<file path="src/rcfd_pkg.sv">
`default_nettype none

package rcfd_pkg;

  localparam int FRAME_LEN  = 18;
  localparam int COUNT_OVER = 19;
  localparam int COUNT_W    = 5;

  // Configuration register indexes
  localparam logic [1:0] CFG_STICK_MIN     = 2'd0;
  localparam logic [1:0] CFG_STICK_MAX     = 2'd1;
  localparam logic [1:0] CFG_CENTRE_OFFSET = 2'd2;
  localparam logic [1:0] CFG_DEAD_ZONE     = 2'd3;

  localparam logic [10:0] STICK_MIN_RST     = 11'd364;
  localparam logic [10:0] STICK_MAX_RST     = 11'd1684;
  localparam logic [10:0] CENTRE_OFFSET_RST = 11'd1024;
  localparam logic [11:0] DEAD_ZONE_RST     = 12'd10;

  localparam logic [10:0] STICK_MASK = 11'h7FF;

  typedef logic [FRAME_LEN-1:0][7:0] frame_t;

  typedef struct packed {
    logic [7:0] rx_byte;
    logic       burst_end;
  } in_word_t;

  typedef struct packed {
    logic signed [11:0] stick_right_h;
    logic signed [11:0] stick_right_v;
    logic signed [11:0] stick_left_h;
    logic signed [11:0] stick_left_v;
    logic [3:0]         switches;
    logic signed [15:0] mouse_dx;
    logic signed [15:0] mouse_dy;
    logic signed [15:0] mouse_dz;
    logic [15:0]        mouse_buttons;
    logic [15:0]        key_bits;
    logic signed [15:0] wheel;
    logic               frame_status;
  } out_word_t;

  typedef struct packed {
    logic [10:0] stick_min;
    logic [10:0] stick_max;
    logic [10:0] centre_offset;
    logic [11:0] dead_zone;
  } cfg_t;

endpackage

`default_nettype wire

</file>
<file path="src/rcfd_decode.sv">
`default_nettype none

module rcfd_decode (
  input  wire rcfd_pkg::frame_t    frame,
  input  wire rcfd_pkg::cfg_t      cfg,
  output rcfd_pkg::out_word_t      result
);

  logic [3:0][10:0]         ch;
  logic [3:0]               ch_bad;
  logic [3:0][11:0]         stick;
  logic [15:0]              wheel_raw;
  logic [15:0]              wheel_diff;
  logic signed [16:0]       wheel_ext;
  logic [16:0]              wheel_mag;
  logic [16:0]              wheel_dz;
  logic [15:0]              wheel_out;

  function automatic logic [11:0] stick_value(input logic [10:0] raw,
                                              input logic [10:0] centre,
                                              input logic [11:0] dz);
    logic signed [11:0] v;
    logic [11:0]        mag;
    v   = $signed({1'b0, raw}) - $signed({1'b0, centre});
    mag = v[11] ? 12'(-v) : 12'(v);
    return (mag <= dz) ? 12'd0 : 12'(v);
  endfunction

  always_comb begin
    ch[0] = {frame[1][2:0], frame[0]};
    ch[1] = {frame[2][5:0], frame[1][7:3]};
    ch[2] = {frame[4][0], frame[3], frame[2][7:6]};
    ch[3] = {frame[5][3:0], frame[4][7:1]};
    for (int i = 0; i < 4; i++) begin
      ch_bad[i] = (ch[i] < cfg.stick_min) || (ch[i] > cfg.stick_max);
      stick[i]  = stick_value(ch[i], cfg.centre_offset, cfg.dead_zone);
    end
  end

  // The wheel difference wraps to 16 bits before the dead zone is applied.
  always_comb begin
    wheel_raw  = {frame[17], frame[16]};
    wheel_diff = wheel_raw - {5'd0, cfg.centre_offset};
    wheel_ext  = $signed({wheel_diff[15], wheel_diff});
    wheel_mag  = wheel_ext[16] ? 17'(-wheel_ext) : 17'(wheel_ext);
    wheel_dz   = ({5'd0, cfg.dead_zone} << 3) + ({5'd0, cfg.dead_zone} << 1);
    wheel_out  = (wheel_mag <= wheel_dz) ? 16'd0 : wheel_diff;
  end

  always_comb begin
    if (|ch_bad) begin
      result              = '0;
      result.frame_status = 1'b1;
    end else begin
      result.stick_right_h = stick[0];
      result.stick_right_v = stick[1];
      result.stick_left_h  = stick[2];
      result.stick_left_v  = stick[3];
      result.switches      = frame[5][7:4];
      result.mouse_dx      = {frame[7], frame[6]};
      result.mouse_dy      = {frame[9], frame[8]};
      result.mouse_dz      = {frame[11], frame[10]};
      result.mouse_buttons = {frame[13], frame[12]};
      result.key_bits      = {frame[15], frame[14]};
      result.wheel         = wheel_out;
      result.frame_status  = 1'b0;
    end
  end

endmodule

`default_nettype wire

</file>
<file path="src/rc_receiver_frame_decoder.sv">
// An 18-byte burst's last byte sets pend_r; out_data_r then takes the decoded word.
// Throughput: one byte per cycle; the shift line and the result register form two stages.
// Input stalls only while a decoded frame waits behind a stalled, full result register.
// Synchronous active-low reset clears the byte count, valid flags and configuration
// registers to their defaults; the frame shift line itself is not reset.
`default_nettype none

module rc_receiver_frame_decoder (
  input  wire                      clk,
  input  wire                      rst_n,
  input  wire                      in_valid,
  output logic                     in_stall,
  input  wire rcfd_pkg::in_word_t  in_data,
  output logic                     out_valid,
  input  wire                      out_stall,
  output rcfd_pkg::out_word_t      out_data,
  input  wire                      cfg_valid,
  output logic                     cfg_ready,
  input  wire [1:0]                cfg_index,
  input  wire [11:0]               cfg_data
);

  rcfd_pkg::frame_t                  frame_r;
  logic [rcfd_pkg::COUNT_W-1:0]      byte_count_r, byte_count_nxt, count_inc;
  logic                              pend_r, pend_nxt;
  logic                              out_valid_r, out_valid_nxt;
  rcfd_pkg::out_word_t               out_data_r;
  rcfd_pkg::out_word_t               decoded;
  rcfd_pkg::cfg_t                    cfg_r;
  logic                              in_acc, out_load, frame_done;

  assign cfg_ready = 1'b1;
  assign out_load  = pend_r && (!out_valid_r || !out_stall);
  // The shift line must hold while a finished frame cannot move on.
  assign in_stall  = pend_r && !out_load;
  assign in_acc    = in_valid && !in_stall;

  always_comb begin
    count_inc  = (byte_count_r < 5'(rcfd_pkg::COUNT_OVER)) ? byte_count_r + 5'd1
                                                           : byte_count_r;
    frame_done = in_data.burst_end && (count_inc == 5'(rcfd_pkg::FRAME_LEN));
    byte_count_nxt = byte_count_r;
    pend_nxt       = out_load ? 1'b0 : pend_r;
    if (in_acc) begin
      byte_count_nxt = in_data.burst_end ? '0 : count_inc;
      pend_nxt       = frame_done;
    end
    if (out_load) begin
      out_valid_nxt = 1'b1;
    end else if (!out_stall) begin
      out_valid_nxt = 1'b0;
    end else begin
      out_valid_nxt = out_valid_r;
    end
  end

  always_ff @(posedge clk) begin
    if (!rst_n) begin
      byte_count_r <= '0;
      pend_r       <= 1'b0;
      out_valid_r  <= 1'b0;
    end else begin
      byte_count_r <= byte_count_nxt;
      pend_r       <= pend_nxt;
      out_valid_r  <= out_valid_nxt;
    end
  end

  // Oldest byte sits at index 0, so after exactly eighteen bytes it is frame byte 0.
  always_ff @(posedge clk) begin
    if (in_acc) begin
      for (int i = 0; i < rcfd_pkg::FRAME_LEN - 1; i++) begin
        frame_r[i] <= frame_r[i+1];
      end
      frame_r[rcfd_pkg::FRAME_LEN-1] <= in_data.rx_byte;
    end
  end

  always_ff @(posedge clk) begin
    if (out_load) begin
      out_data_r <= decoded;
    end
  end

  always_ff @(posedge clk) begin
    if (!rst_n) begin
      cfg_r.stick_min     <= rcfd_pkg::STICK_MIN_RST;
      cfg_r.stick_max     <= rcfd_pkg::STICK_MAX_RST;
      cfg_r.centre_offset <= rcfd_pkg::CENTRE_OFFSET_RST;
      cfg_r.dead_zone     <= rcfd_pkg::DEAD_ZONE_RST;
    end else if (cfg_valid && cfg_ready) begin
      case (cfg_index)
        rcfd_pkg::CFG_STICK_MIN:     cfg_r.stick_min     <= cfg_data[10:0];
        rcfd_pkg::CFG_STICK_MAX:     cfg_r.stick_max     <= cfg_data[10:0];
        rcfd_pkg::CFG_CENTRE_OFFSET: cfg_r.centre_offset <= cfg_data[10:0];
        rcfd_pkg::CFG_DEAD_ZONE:     cfg_r.dead_zone     <= cfg_data;
        default: ;
      endcase
    end
  end

  rcfd_decode u_decode (
    .frame  (frame_r),
    .cfg    (cfg_r),
    .result (decoded)
  );

  assign out_valid = out_valid_r;
  assign out_data  = out_data_r;

  a_count_limit: assert property (@(posedge clk) disable iff (!rst_n)
    byte_count_r <= 5'(rcfd_pkg::COUNT_OVER))
    else $error("byte count beyond saturation");

  a_burst_clears: assert property (@(posedge clk) disable iff (!rst_n)
    in_acc && in_data.burst_end |=> byte_count_r == '0)
    else $error("byte count not cleared after burst end");

  a_frame_pends: assert property (@(posedge clk) disable iff (!rst_n)
    in_acc && frame_done |=> pend_r)
    else $error("complete frame not marked for decode");

  a_pend_holds: assert property (@(posedge clk) disable iff (!rst_n)
    pend_r && !out_load |=> pend_r && $stable(frame_r))
    else $error("waiting frame lost or overwritten");

  a_reject_zero: assert property (@(posedge clk) disable iff (!rst_n)
    out_valid_r && out_data_r.frame_status |-> out_data_r.wheel == '0 &&
      out_data_r.stick_right_h == '0 && out_data_r.key_bits == '0)
    else $error("rejected frame carries non-zero fields");

endmodule

`default_nettype wire
</file>
<file path="config.mk">
export PLATFORM = sky130hd
export DESIGN_NAME = rc_receiver_frame_decoder
export DESIGN_NICKNAME = d
export VERILOG_FILES = /design/src/rcfd_pkg.sv /design/src/rcfd_decode.sv /design/src/rc_receiver_frame_decoder.sv
export SDC_FILE = /design/constraint.sdc
export NUM_CORES = 1
export LEC_CHECK = 0
export BUFFER_PORTS_ARGS = -buffer_cell sky130_fd_sc_hd__buf_2
export CAP_MARGIN = 20
export CORE_MARGIN = 2
export CORE_UTILIZATION = 35
export CTS_BUF_LIST = sky130_fd_sc_hd__clkbuf_16
export DETAILED_ROUTE_END_ITERATION = 8
export HOLD_SLACK_MARGIN = 0.06
export PLACE_DENSITY = 0.59
export REMOVE_ABC_BUFFERS = 1
export SETUP_SLACK_MARGIN = 0.02
export SLEW_MARGIN = 20
export SYNTH_ARGS = -nofsm -noshare
export SYNTH_HDL_FRONTEND = slang
export SYNTH_HIERARCHICAL = 1
export SYNTH_SLANG_ARGS = --single-unit
</file>
<file path="constraint.sdc">
create_clock -name clk -period 17.6 [get_ports clk]
set_clock_uncertainty 0.1 [all_clocks]
set_input_delay 3.52 -clock clk [delete_from_list [all_inputs] [get_ports clk]]
set_output_delay 3.52 -clock clk [all_outputs]
set_load 0.02 [all_outputs]
</file>
==> impl_metrics.sql, run 1 <==
INSERT INTO impl_metrics (metric_group, metric, value, unit) VALUES
('clock_network', 'root_buffer_cell', 'sky130_fd_sc_hd__clkbuf_16', ''),
('placement', 'placement.cell_area', '0.02071', 'mm^2'),
('detailed_routing', 'first_iter_violations', '970', ''),
('floorplan', 'floorplan.initialDensity', '35.42', '%'),
('final_layout', 'finish.net_count', '2100', ''),
('timing', 'maxClockFrequency', '131.4', 'MHz'),
('placement', 'pre_cts_ws', '9.988', 'ns'),
('detailed_routing', 'drt-wirelength-per-cell', '19.60', 'um'),
('floorplan', 'core_area', '0.05381', 'mm^2'),
('worst_setup_path', 'cpMaxStageDelayCell', 'sky130_fd_sc_hd__buf_2', ''),
('floorplan', 'num_rows', '85', ''),
('global_routing', 'grt_max_degree', '98', ''),
('synth', 'ys.warnings.count', '6', ''),
('power', 'power.switching_fraction', '27.46', '%'),
('clock_network', 'sink_count', '345', ''),
('final_layout', 'finish.instance_area', '0.02219', 'mm^2'),
('synth', 'postSynthAreaPerCell', '11.46', 'um^2'),
('power', 'comb_power_share', '17.8', '%'),
('global_routing', 'number_of_antenna_violations_at_the_first_check_in_global_routing', '8', ''),
('global_routing', 'gr-max-usage-layer', 'met2', ''),
('placement', 'finalWeightedCongestion', '0.8310', ''),
('worst_setup_path', 'timing.critical_path.cells', 'buf_2, nand3_1, inv_1, buf_2', ''),
('detailed_routing', 'vias_per_cell', '5.196', ''),
('timing', 'setup-violations-final', '0', ''),
('clock_network', 'cts_hold_buf', '0', ''),
('job', 'max-cap-violations', '0', ''),
('worst_setup_path', 'path_max_fanout', '3', ''),
('synth', 'synth_edf_count', '293', ''),
('min_path', 'worstHoldPathType', 'flop to flop', ''),
('worst_setup_path', 'cp-end-kind', 'output pin', ''),
('clock_network', 'cts_made_buffers', '39', ''),
('floorplan', 'i_o_pin_total', '180', ''),
('global_routing', 'grt_use_total', '17.70', '%'),
('detailed_routing', 'ant_nets', '0', ''),
('global_routing', 'use_met1', '22.24', '%'),
('worst_setup_path', 'criticalPathCategory', 'input pin to output pin', ''),
('outcome', 'outcome', 'finished, final reports clean', ''),
('clock_network', 'clk_latency', '0.58', 'ns'),
('global_routing', 'grt_pass1_wl', '76560', 'um'),
('clock_network', 'clk_buf_depth', '3', ''),
('synth', 'synth.cell_area', '0.01906', 'mm^2'),
('power', 'cellLeakagePower', '0.009110', 'uW'),
('detailed_routing', 'drt_first_pass_iters', '5', ''),
('timing', 'fin_tns_setup', '0', 'ns'),
('floorplan', 'floorplan.die_area', '0.05635', 'mm^2'),
('placement', 'dp_hpwl', '36540', 'um'),
('global_routing', 'global_route.usage.met3', '3.646', '%'),
('power', 'power.density', '100.6', 'mW/mm^2'),
('floorplan', 'floorplan.die.height', '237.4', 'um'),
('timing', 'finalHoldViolCount', '0', ''),
('clock_network', 'cts.repair.resized', '0', ''),
('final_layout', 'p_r_area_growth_vs_syn', '16.40', '%'),
('clock_network', 'cts-htree-levels', '2', ''),
('final_layout', 'drive_gt1_share', '14.48', '%'),
('worst_setup_path', 'worst-endpoint-required', '13.98', 'ns'),
('detailed_routing', 'drc', '0', ''),
('placement', 'place.port_buffers', '178', ''),
('synth', 'synthesis.instances', '1664', ''),
('global_routing', 'overflow', '0', ''),
('floorplan', 'die_x', '237.4', 'um'),
('worst_setup_path', 'cpPeakStageDelay', '0.16', 'ns'),
('power', 'seq_power_share', '41.9', '%'),
('timing', 'grt_setup_unrepaired', 'false', ''),
('synth', 'seq_area_frac_synth', '51.61', '%'),
('synth', 'synthArstFlopShare', '0', '%'),
('synth', 'synth.lib_cells_used.distinct', '77', ''),
('timing', 'period_minus_slack', '7.610', 'ns'),
('timing', 'worst-slew-pin-transition', '1.055', 'ns'),
('clock_network', 'tritoncts_clock_tree', 'done', ''),
('timing', 'finalWorstSetupSlack', '9.990', 'ns'),
('synth', 'number_of_storage_elements_in_the_synthesis_netlist', '345', '');
## sequential cells by signal, summed over array words and instances, names as in the netlist
name / cells
out_data: 149
frame_r: 144
cfg_r: 45
byte_count_r: 5
out_valid: 1
pend_r: 1
## critical path: cells and delay by family
family                 cells  cell delay [ns]
AND/OR/NAND/NOR            1             0.10
buffers and inverters      3             0.37
## Yosys cell counts (11+ instances only)
library cell                 n  area (um^2)
sky130_fd_sc_hd__a31oi_1    11        68.82
sky130_fd_sc_hd__mux2i_1    11        110.1
sky130_fd_sc_hd__dfxtp_1    52         1041
sky130_fd_sc_hd__clkbuf_1   31        116.4
sky130_fd_sc_hd__a21o_1     49        367.9
sky130_fd_sc_hd__xnor2_1    62        543.0
sky130_fd_sc_hd__o21ai_0    49        245.2
sky130_fd_sc_hd__ha_1      218         2728
sky130_fd_sc_hd__nand2_1    94        352.8
sky130_fd_sc_hd__nor3_1     69        345.3
sky130_fd_sc_hd__nand4_1    26        162.7
sky130_fd_sc_hd__nand3_1    31        155.2
sky130_fd_sc_hd__a21oi_1   110        550.5
sky130_fd_sc_hd__and2_1     85        531.8
sky130_fd_sc_hd__nor2_1    109        409.1
sky130_fd_sc_hd__and3_1     26        162.7
sky130_fd_sc_hd__xor2_1     32        280.3
sky130_fd_sc_hd__edfxtp_1  293         8798
sky130_fd_sc_hd__inv_1      79        296.5
sky130_fd_sc_hd__nor2b_1    22        137.6
sky130_fd_sc_hd__nand2b_1   13        81.33
sky130_fd_sc_hd__o21a_1     28        210.2
## logic make-up after synthesis
logic type	after synthesis	share of synthesized area [%]
AO/OA/AOI/OAI	339	11.55
XOR/XNOR	95	4.404
adder cells (fa/ha/maj)	224	14.94
buffers and inverters	122	2.507
flip-flops	345	51.61
multiplexers	12	0.6367
other	1	0.01967
AND/OR/NAND/NOR	526	14.33
## metrics by stage
step           hold slack (ns)  util, %  total power, uW  cells
6_report                0.3387    41.23             2233   2576
3_5_place_dp            0.3253    38.49             1343   2502
5_1_grt                 0.3463    41.23             2338   2576
4_1_cts                 0.3423    41.17             2251   2573
2_1_floorplan           0.3174        -             1236   1623
3_3_place_gp            0.3246    38.48             1327   2502
## metal layers
metal | up-vias | wire, um
met2 | 335 | 24680
li1 | 6539 | -
met3 | 77 | 2859
met1 | 6422 | 21580
met4 | 12 | 1275
met5 | - | 79
## cell usage in the layout (no fill, tap or decap), types with 10 or more instances in the layout
cell type,n
sky130_fd_sc_hd__a211oi_1,10
sky130_fd_sc_hd__a21o_1,49
sky130_fd_sc_hd__a21oi_1,110
sky130_fd_sc_hd__a31oi_1,11
sky130_fd_sc_hd__and2_1,85
sky130_fd_sc_hd__and3_1,26
sky130_fd_sc_hd__buf_2,178
sky130_fd_sc_hd__clkbuf_16,39
sky130_fd_sc_hd__dfxtp_1,52
sky130_fd_sc_hd__edfxtp_1,293
sky130_fd_sc_hd__ha_1,218
sky130_fd_sc_hd__inv_1,81
sky130_fd_sc_hd__mux2i_1,11
sky130_fd_sc_hd__nand2_1,94
sky130_fd_sc_hd__nand2b_1,13
sky130_fd_sc_hd__nand3_1,31
sky130_fd_sc_hd__nand4_1,26
sky130_fd_sc_hd__nor2_1,109
sky130_fd_sc_hd__nor2b_1,22
sky130_fd_sc_hd__nor3_1,69
sky130_fd_sc_hd__o21a_1,28
sky130_fd_sc_hd__o21ai_0,48
sky130_fd_sc_hd__o31ai_1,10
sky130_fd_sc_hd__xnor2_1,62
sky130_fd_sc_hd__xor2_1,32
## final timing paths
kind | start | endpoint | slack, ns | depth (start not counted)
worst max-delay path | out_stall | in_stall | 9.99 | 4
worst min-delay path | frame_r[81]$_DFFE_PP_ | frame_r[73]$_DFFE_PP_ | 0.34 | 0
worst max register to register | cfg_r[13]$_SDFFE_PN0P_ | out_data[119]$_DFFE_PP_ | 11.93 | 16
worst min register to register | frame_r[81]$_DFFE_PP_ | frame_r[73]$_DFFE_PP_ | 0.34 | 0
## area by class of cell
cell class	instances	area [um^2]
antenna	2	5.005
clock buffer	39	975.9
clock inverter	32	469.2
fill	5107	31630
inverter	81	309.0
multi-input combinational	1197	8763
sequential	345	9839
tap	696	870.8
timing repair buffer	184	955.9
## power groups by stage
stage          Combinational (uW)  Sequential [uW]  Clock [uW]
2_1_floorplan                 295              941           0
3_3_place_gp                  374              953           0
3_5_place_dp                  390              953           0
4_1_cts                       393              936         921
5_1_grt                       447              938         952
6_report                      397              936         901
Power figures use the tool's default switching activity.
==> run 2, diff against run 1 <==
Settings changed: ABC_AREA from default to 1.
Clock period 17.6 ns to 7.1 ns, I/O delays scaled along.
==> run 2 against run 1 <==
Effect of this change: via count grew 18%; first-iteration DRC count grew 3.3%; synthesized cell count grew 33%; combinational power grew to 3.0 times the previous value; worst hold slack gained 0.0033 ns; register-to-register slack lost 9.2 ns; utilization shrank 1.1 points; critical path type is now flop to flop; largest power group unchanged.
==> impl_metrics.sql, run 2 <==
INSERT INTO impl_metrics (metric_group, metric, value, unit) VALUES
('final_layout', 'stdcell_count', '3214', ''),
('detailed_routing', 'ant_nets', '0', ''),
('worst_setup_path', 'criticalPathCategory', 'flop to flop', ''),
('synth', 'synthesis.instances', '2213', ''),
('job', 'max-cap-violations', '0', ''),
('synth', 'seq_area_frac_synth', '47.55', '%'),
('worst_setup_path', 'path_max_fanout', '12', ''),
('timing', 'worst-slew-pin-transition', '0.9475', 'ns'),
('worst_setup_path', 'cp_top_family', 'simple AND/OR/NAND/NOR gates', ''),
('power', 'power.ir.vdd_worst', '172.2', 'uV'),
('min_path', 'worstHoldPathType', 'flop to flop', ''),
('placement', 'finalWeightedCongestion', '0.8755', ''),
('timing', 'final.period_utilization', '61.72', '%'),
('final_layout', 'p_r_area_growth_vs_syn', '13.87', '%'),
('synth', 'synth.cell_area', '0.02069', 'mm^2'),
('synth', 'ys_top_cells_by_area', 'sky130_fd_sc_hd__edfxtp_1 43%, sky130_fd_sc_hd__ha_1 13%, sky130_fd_sc_hd__nand2_1 7.4%', ''),
('detailed_routing', 'first_iter_violations', '1002', ''),
('timing', 'max_slew_margin', '36.83', '%'),
('power', 'power.density', '228.6', 'mW/mm^2'),
('global_routing', 'overflow', '0', ''),
('synth', 'ys.warnings.count', '6', ''),
('timing', 'setup-violations-final', '0', ''),
('timing', 'count_of_pins_over_their_slew_limit', '0', ''),
('global_routing', 'grt_max_degree', '99', ''),
('floorplan', 'i_o_pin_total', '180', ''),
('floorplan', 'floorplan.die.height', '247.2', 'um'),
('synth', 'number_of_storage_elements_in_the_synthesis_netlist', '345', ''),
('global_routing', 'grt_pass1_vias', '15490', ''),
('timing', 'finalHoldViolCount', '0', ''),
('worst_setup_path', 'arrival', '4.68', 'ns'),
('synth', 'synthFlopType', 'sky130_fd_sc_hd__edfxtp_1', ''),
('final_layout', 'drive_gt1_share', '14.65', '%'),
('clock_network', 'clk_latency', '0.59', 'ns'),
('global_routing', 'grt_pass1_wl', '86370', 'um'),
('synth', 'post-synth-top-count-cell', 'sky130_fd_sc_hd__nand2_1', ''),
('final_layout', 'layout.cells.most_common', 'sky130_fd_sc_hd__nand2_1', ''),
('clock_network', 'tritoncts_clock_tree', 'done', ''),
('detailed_routing', 'vias_per_cell', '4.910', ''),
('clock_network', 'clk_buf_depth', '3', ''),
('worst_setup_path', 'crit_path_start_kind', 'flop', ''),
('clock_network', 'root_buffer_cell', 'sky130_fd_sc_hd__clkbuf_16', ''),
('final_layout', 'finish.net_count', '2658', ''),
('detailed_routing', 'drt-total-wl', '56190', 'um'),
('synth', 'synth_largest_type_area_fraction', '42.52', '%'),
('clock_network', 'cts_made_buffers', '39', ''),
('timing', 'maxClockFrequency', '228.2', 'MHz'),
('placement', 'place.port_buffers', '178', ''),
('placement', 'dp_hpwl', '42020', 'um'),
('detailed_routing', 'drt_first_pass_iters', '5', ''),
('placement', 'placement.cell_area', '0.02237', 'mm^2'),
('worst_setup_path', 'timing.critical_path.cells', 'ha_1, fa_1, xor2_1, and3_1, nand3_1, nor2_1, nand2_1, o21ai_0, nand2_1, nand2_1, inv_1, ha_1, nand2_1, nor2_1, nand4_1, a21oi_1, a21oi_1, a31oi_1, nand3_1, nor2_1', ''),
('final_layout', 'flip_flop_count_of_the_largest_register_after_layout', '149', ''),
('synth', 'most_used_standard_cells_in_the_synthesized_netlist', '410 x sky130_fd_sc_hd__nand2_1, 311 x sky130_fd_sc_hd__inv_1, 293 x sky130_fd_sc_hd__edfxtp_1', ''),
('floorplan', 'num_rows', '89', ''),
('clock_network', 'post_cts_buffers', '0', ''),
('floorplan', 'floorplan.die_area', '0.06109', 'mm^2'),
('synth', 'postSynthAreaPerCell', '9.351', 'um^2'),
('timing', 'period_minus_slack', '4.382', 'ns'),
('worst_setup_path', 'worst-endpoint-required', '7.40', 'ns'),
('synth', 'synth_edf_count', '293', ''),
('final_layout', 'finish.instance_area', '0.02357', 'mm^2'),
('outcome', 'outcome', 'finished, final reports clean', ''),
('clock_network', 'sink_count', '345', ''),
('worst_setup_path', 'critical_path.n_buffers_inverters', '1', ''),
('global_routing', 'grt_use_total', '18.43', '%'),
('detailed_routing', 'drc', '0', ''),
('floorplan', 'die_x', '247.2', 'um'),
('synth', 'synth_top_cell_by_area', 'sky130_fd_sc_hd__edfxtp_1', ''),
('detailed_routing', 'drt-wirelength-per-cell', '17.48', 'um'),
('detailed_routing', 'number_of_vias_after_detailed_routing', '15780', ''),
('worst_setup_path', 'crit_path_frequent_cell', 'sky130_fd_sc_hd__nand2_1', ''),
('timing', 'grt_setup_unrepaired', 'false', ''),
('clock_network', 'cts_hold_buf', '0', ''),
('placement', 'post-place-cells', '3138', ''),
('synth', 'synthArstFlopShare', '0', '%'),
('power', 'cellLeakagePower', '0.01110', 'uW'),
('floorplan', 'floorplan.initialDensity', '35.26', '%'),
('clock_network', 'worst_setup_hold_path_clk_slew', '0.06', 'ns'),
('worst_setup_path', 'cpMaxStageDelayCell', 'sky130_fd_sc_hd__xor2_1', ''),
('floorplan', 'core_area', '0.05869', 'mm^2'),
('final_layout', 'layout_common_cells', '410 x sky130_fd_sc_hd__nand2_1, 322 x sky130_fd_sc_hd__inv_1, 293 x sky130_fd_sc_hd__edfxtp_1', ''),
('worst_setup_path', 'cp-end-kind', 'flop', ''),
('global_routing', 'number_of_antenna_violations_at_the_first_check_in_global_routing', '11', ''),
('clock_network', 'cts-htree-levels', '2', ''),
('worst_setup_path', 'cpPeakStageDelay', '0.55', 'ns'),
('clock_network', 'cts.repair.resized', '0', ''),
('synth', 'synth.lib_cells_used.distinct', '54', '');
## run 2: cell types whose count changed after synthesis, sizes merged, moves of 54 or more
cell	before	now
and2	86	4
nor2	109	338
nor3	69	15
nand3	31	132
inv	79	325
nand2	94	432
## run 2: worst register-to-register path, cell delays in order (launching register included)
cell and delay (ns):
sky130_fd_sc_hd__dfxtp_1 0.43, sky130_fd_sc_hd__ha_1 0.27, sky130_fd_sc_hd__fa_1 0.40, sky130_fd_sc_hd__xor2_1 0.55
sky130_fd_sc_hd__and3_1 0.28, sky130_fd_sc_hd__nand3_1 0.10, sky130_fd_sc_hd__nor2_1 0.17, sky130_fd_sc_hd__nand2_1 0.10
sky130_fd_sc_hd__o21ai_0 0.15, sky130_fd_sc_hd__nand2_1 0.06, sky130_fd_sc_hd__nand2_1 0.06, sky130_fd_sc_hd__inv_1 0.04
sky130_fd_sc_hd__ha_1 0.28, sky130_fd_sc_hd__nand2_1 0.06, sky130_fd_sc_hd__nor2_1 0.14, sky130_fd_sc_hd__nand4_1 0.13
sky130_fd_sc_hd__a21oi_1 0.14, sky130_fd_sc_hd__a21oi_1 0.05, sky130_fd_sc_hd__a31oi_1 0.13, sky130_fd_sc_hd__nand3_1 0.35
sky130_fd_sc_hd__nor2_1 0.22
## run 2: report_power, final
part           switching (uW)  internal (uW)
registers                63.0           2270
clock network             863           1020
logic                     769            407
total                    1700           3690
## run 2: worst paths after layout
| path | start | end | slack, ns | cells past startpoint |
|---|---|---|---|---|
| setup / recovery | cfg_r[12]$_SDFFE_PN0P_ | out_data[115]$_DFFE_PP_ | 2.72 | 20 |
| hold / removal | frame_r[62]$_DFFE_PP_ | frame_r[54]$_DFFE_PP_ | 0.34 | 0 |
| setup reg to reg | cfg_r[12]$_SDFFE_PN0P_ | out_data[115]$_DFFE_PP_ | 2.72 | 20 |
| hold reg to reg | frame_r[62]$_DFFE_PP_ | frame_r[54]$_DFFE_PP_ | 0.34 | 0 |
## run 2: area by class of cell
class	count	area (um^2)
fill	5728	35120
sequential	345	9839
clock buffer	39	975.9
multi-input combinational	1511	9397
antenna	4	10.01
timing repair buffer	183	928.4
clock inverter	33	214.0
tap	773	967.2
inverter	326	1234
## run 2: cell families after synthesis
group	after synthesis	synth area share, %
AO/OA/AOI/OAI	246	6.602
XOR/XNOR	62	2.696
adder cells (fa/ha/maj)	224	13.76
buffers and inverters	357	7.152
flip-flops	345	47.55
other	1	0.01812
AND/OR/NAND/NOR	978	22.23
## run 2: per-layer routing
metal	global-route usage [%]	wire (um)
met1	23.33	23740
met5	0	83
met2	30.75	26370
met4	7.619	2185
met3	3.527	3806
## run 2: stage by stage
step	utilization, %	TNS, ns	power [uW]	hold WS, ns	setup slack, ns
floorplan	-	-216.67	3216	0.3264	-1.454
global placement	38.11	0	3505	0.3320	2.866
detailed placement	38.11	0	3534	0.3332	2.790
CTS	40.14	0	5444	0.3427	2.745
global route	40.14	0	5685	0.3452	2.185
finish	40.16	0	5387	0.3420	2.718
==> run 3, diff against run 2 <==
Settings changed: PLACE_DENSITY 0.59 to 0.6.
Clock period 7.1 ns to 3.6 ns, I/O delays scaled along.
==> run 3 against run 2 <==
Effect of this change: die area is the same; sequential power grew 96%; final area grew 19%; via count grew 8.2%; the run now ends with negative setup slack left.
==> impl_metrics.sql, run 3 (same netlist as run 2, synthesis figures left out) <==
INSERT INTO impl_metrics (metric_group, metric, value, unit) VALUES
('outcome', 'outcome', 'finished with violations', ''),
('outcome', 'violations', 'negative setup slack', ''),
('clock_network', 'tritoncts_clock_tree', 'done', ''),
('clock_network', 'clk_latency', '0.58', 'ns'),
('placement', 'dp_hpwl', '44320', 'um'),
('clock_network', 'clk_buf_depth', '3', ''),
('worst_setup_path', 'slack_of_the_worst_reg_to_reg_path', '-0.41', 'ns'),
('detailed_routing', 'drt_first_pass_iters', '5', ''),
('power', 'power.density', '438.5', 'mW/mm^2'),
('floorplan', 'die_x', '247.2', 'um'),
('detailed_routing', 'number_of_vias_after_detailed_routing', '17070', ''),
('floorplan', 'core_area', '0.05869', 'mm^2'),
('power', 'power.switching_fraction', '30.88', '%'),
('global_routing', 'grt_use_total', '19.23', '%'),
('timing', 'worst-slew-pin-transition', '0.8253', 'ns'),
('final_layout', 'flip_flop_count_of_the_largest_register_after_layout', '149', ''),
('worst_setup_path', 'critical_path.reg2reg.startpoint', 'cfg_r[12]$_SDFFE_PN0P_', ''),
('detailed_routing', 'drt-total-wl', '59330', 'um'),
('final_layout', 'num-fill-cells', '5340', ''),
('global_routing', 'grt_pass1_vias', '17230', ''),
('detailed_routing', 'first_iter_violations', '849', ''),
('detailed_routing', 'drc', '0', ''),
('floorplan', 'floorplan.die_area', '0.06109', 'mm^2'),
('final_layout', 'drive_gt1_share', '34.55', '%'),
('worst_setup_path', 'timing.reg2reg.worst_path_depth', '24', ''),
('worst_setup_path', 'arrival', '4.36', 'ns'),
('min_path', 'source_of_the_worst_hold_timing_path', 'in_data[8]', ''),
('final_layout', 'finish.net_count', '2981', ''),
('clock_network', 'cts-htree-levels', '2', ''),
('worst_setup_path', 'path_max_fanout', '6', ''),
('power', 'cellLeakagePower', '0.01293', 'uW'),
('power', 'comb_power_share', '28.5', '%'),
('timing', 'grt_setup_unrepaired', 'true', ''),
('timing', 'period_minus_slack', '4.015', 'ns'),
('global_routing', 'grt_pass1_wl', '91370', 'um'),
('power', 'netSwitchingPower', '3797', 'uW'),
('clock_network', 'sink_count', '345', ''),
('worst_setup_path', 'regToRegEndpoint', 'out_data[124]$_DFFE_PP_', ''),
('timing', 'max_slew_margin', '44.98', '%'),
('worst_setup_path', 'crit_end', 'out_data[124]$_DFFE_PP_', ''),
('final_layout', 'layout.cells.most_common', 'sky130_fd_sc_hd__nand2_1', ''),
('clock_network', 'cts_hold_buf', '0', ''),
('timing', 'setup-violations-final', '64', ''),
('final_layout', 'layout_common_cells', '358 x sky130_fd_sc_hd__nand2_1, 297 x sky130_fd_sc_hd__inv_1, 295 x sky130_fd_sc_hd__buf_4', ''),
('detailed_routing', 'drt-wirelength-per-cell', '16.77', 'um'),
('worst_setup_path', 'cp-end-kind', 'flop', ''),
('timing', 'final.period_utilization', '111.5', '%'),
('final_layout', 'finalCoreUtilization', '47.77', '%'),
('global_routing', 'overflow', '0', ''),
('min_path', 'worstHoldPathType', 'input pin to flop', ''),
('timing', 'count_of_pins_over_their_slew_limit', '0', ''),
('floorplan', 'floorplan.die.height', '247.2', 'um'),
('placement', 'finalWeightedCongestion', '0.8976', ''),
('clock_network', 'worst_setup_hold_path_clk_slew', '0.06', 'ns'),
('floorplan', 'num_rows', '89', ''),
('timing', 'finalWorstSetupSlack', '-0.4148', 'ns'),
('final_layout', 'p_r_area_growth_vs_syn', '35.47', '%'),
('floorplan', 'floorplan.initialDensity', '35.26', '%'),
('timing', 'finalHoldViolCount', '0', ''),
('worst_setup_path', 'crit_path_start_kind', 'flop', ''),
('clock_network', 'root_buffer_cell', 'sky130_fd_sc_hd__clkbuf_16', ''),
('job', 'max-cap-violations', '0', ''),
('power', 'fraction_of_power_consumed_by_the_clock_network', '34.4', '%'),
('clock_network', 'cts_made_buffers', '41', ''),
('power', 'seq_power_share', '37.1', '%'),
('global_routing', 'number_of_antenna_violations_at_the_first_check_in_global_routing', '9', ''),
('placement', 'place.port_buffers', '178', ''),
('worst_setup_path', 'worst-endpoint-required', '3.94', 'ns'),
('floorplan', 'i_o_pin_total', '180', ''),
('detailed_routing', 'vias_per_cell', '4.824', ''),
('detailed_routing', 'ant_nets', '0', ''),
('worst_setup_path', 'criticalPathCategory', 'flop to flop', ''),
('power', 'power.ir.vdd_worst', '367.5', 'uV'),
('worst_setup_path', 'cp-startpoint', 'cfg_r[12]$_SDFFE_PN0P_', ''),
('placement', 'pre_cts_ws', '-0.4280', 'ns'),
('global_routing', 'grt_max_degree', '82', ''),
('timing', 'maxClockFrequency', '249.1', 'MHz'),
('power', 'cellInternalPower', '8496', 'uW');
==> run 3: worst min-delay path by stage <==
stage                     slack (ns)                      to  depth (start not counted)
after CTS                       0.18  frame_r[143]$_DFFE_PP_                          1
final                           0.22  frame_r[143]$_DFFE_PP_                          1
after global placement          0.33   frame_r[85]$_DFFE_PP_                          0
after global routing            0.19  frame_r[143]$_DFFE_PP_                          1
after floorplan                 0.33  frame_r[100]$_DFFE_PP_                          0
after detailed placement        0.33   frame_r[47]$_DFFE_PP_                          0
==> run 3: area by class of cell <==
cell class              count  area (um^2)  area share [%]
diodes                      4        10.01         0.03570
clock buffers              42         1051           3.749
clock inverters            33        335.3           1.196
inverters                 326         1236           4.410
multi-input cells        1511        11010           39.26
flip-flops and latches    345         9844           35.12
well taps                 773        967.2           3.450
repair buffers            504         3585           12.79
==> run 3: per-stage QoR <==
step	instances	hold slack [ns]	area (um^2)	power [uW]	setup TNS (ns)
floorplan	2182	0.3264	20440	6344	-638.31
global placement	3403	0.3339	24480	7384	-14.76
detailed placement	3403	0.3338	24480	7461	-18.95
CTS	3514	0.1770	26770	12010	-9.014
global route	3536	0.1864	28030	12970	-27.91
finish	3538	0.2155	28030	12290	-17.62
==> run 3: routing by layer <==
metal	track usage, %	part of all wire [%]
met5	0	0.10
met4	6.733	3.6
met3	3.994	5.3
met2	33.56	49
met1	23.41	42
==> run 3: what timing repair did <==
item	4_1_cts	5_1_grt
setup buffers	33	21
pin swaps	31	85
cloned	3	2
gates resized for setup	163	252
endpoints found under the setup margin	64	64
==> run 3: critical path, stage by stage, from the launching register on <==
cell	delay [ns]
sky130_fd_sc_hd__dfxtp_2	0.34
sky130_fd_sc_hd__buf_12	0.14
sky130_fd_sc_hd__buf_6	0.12
sky130_fd_sc_hd__ha_4	0.15
sky130_fd_sc_hd__fa_2	0.36
sky130_fd_sc_hd__nand3b_1	0.21
sky130_fd_sc_hd__nand2_2	0.15
sky130_fd_sc_hd__buf_6	0.14
sky130_fd_sc_hd__xnor2_4	0.12
sky130_fd_sc_hd__nand3_2	0.13
sky130_fd_sc_hd__nor2_4	0.13
sky130_fd_sc_hd__nand2_2	0.07
sky130_fd_sc_hd__nor2_1	0.08
sky130_fd_sc_hd__nand4_1	0.15
sky130_fd_sc_hd__nor2_4	0.18
sky130_fd_sc_hd__ha_4	0.16
sky130_fd_sc_hd__nand2_4	0.06
sky130_fd_sc_hd__nor2_4	0.11
sky130_fd_sc_hd__nand4_1	0.14
sky130_fd_sc_hd__a21oi_1	0.16
sky130_fd_sc_hd__a21oi_1	0.07
sky130_fd_sc_hd__a31oi_1	0.13
sky130_fd_sc_hd__nand3_1	0.17
sky130_fd_sc_hd__buf_6	0.21
sky130_fd_sc_hd__nor2_4	0.10
==> run 3: power groups by stage <==
stage	sequential (uW)	clock, uW	combinational, uW
floorplan	4610	0	1730
global placement	4640	0	2740
detailed placement	4640	0	2820
CTS	4560	4360	3090
global route	4580	4510	3880
finish	4560	4230	3500
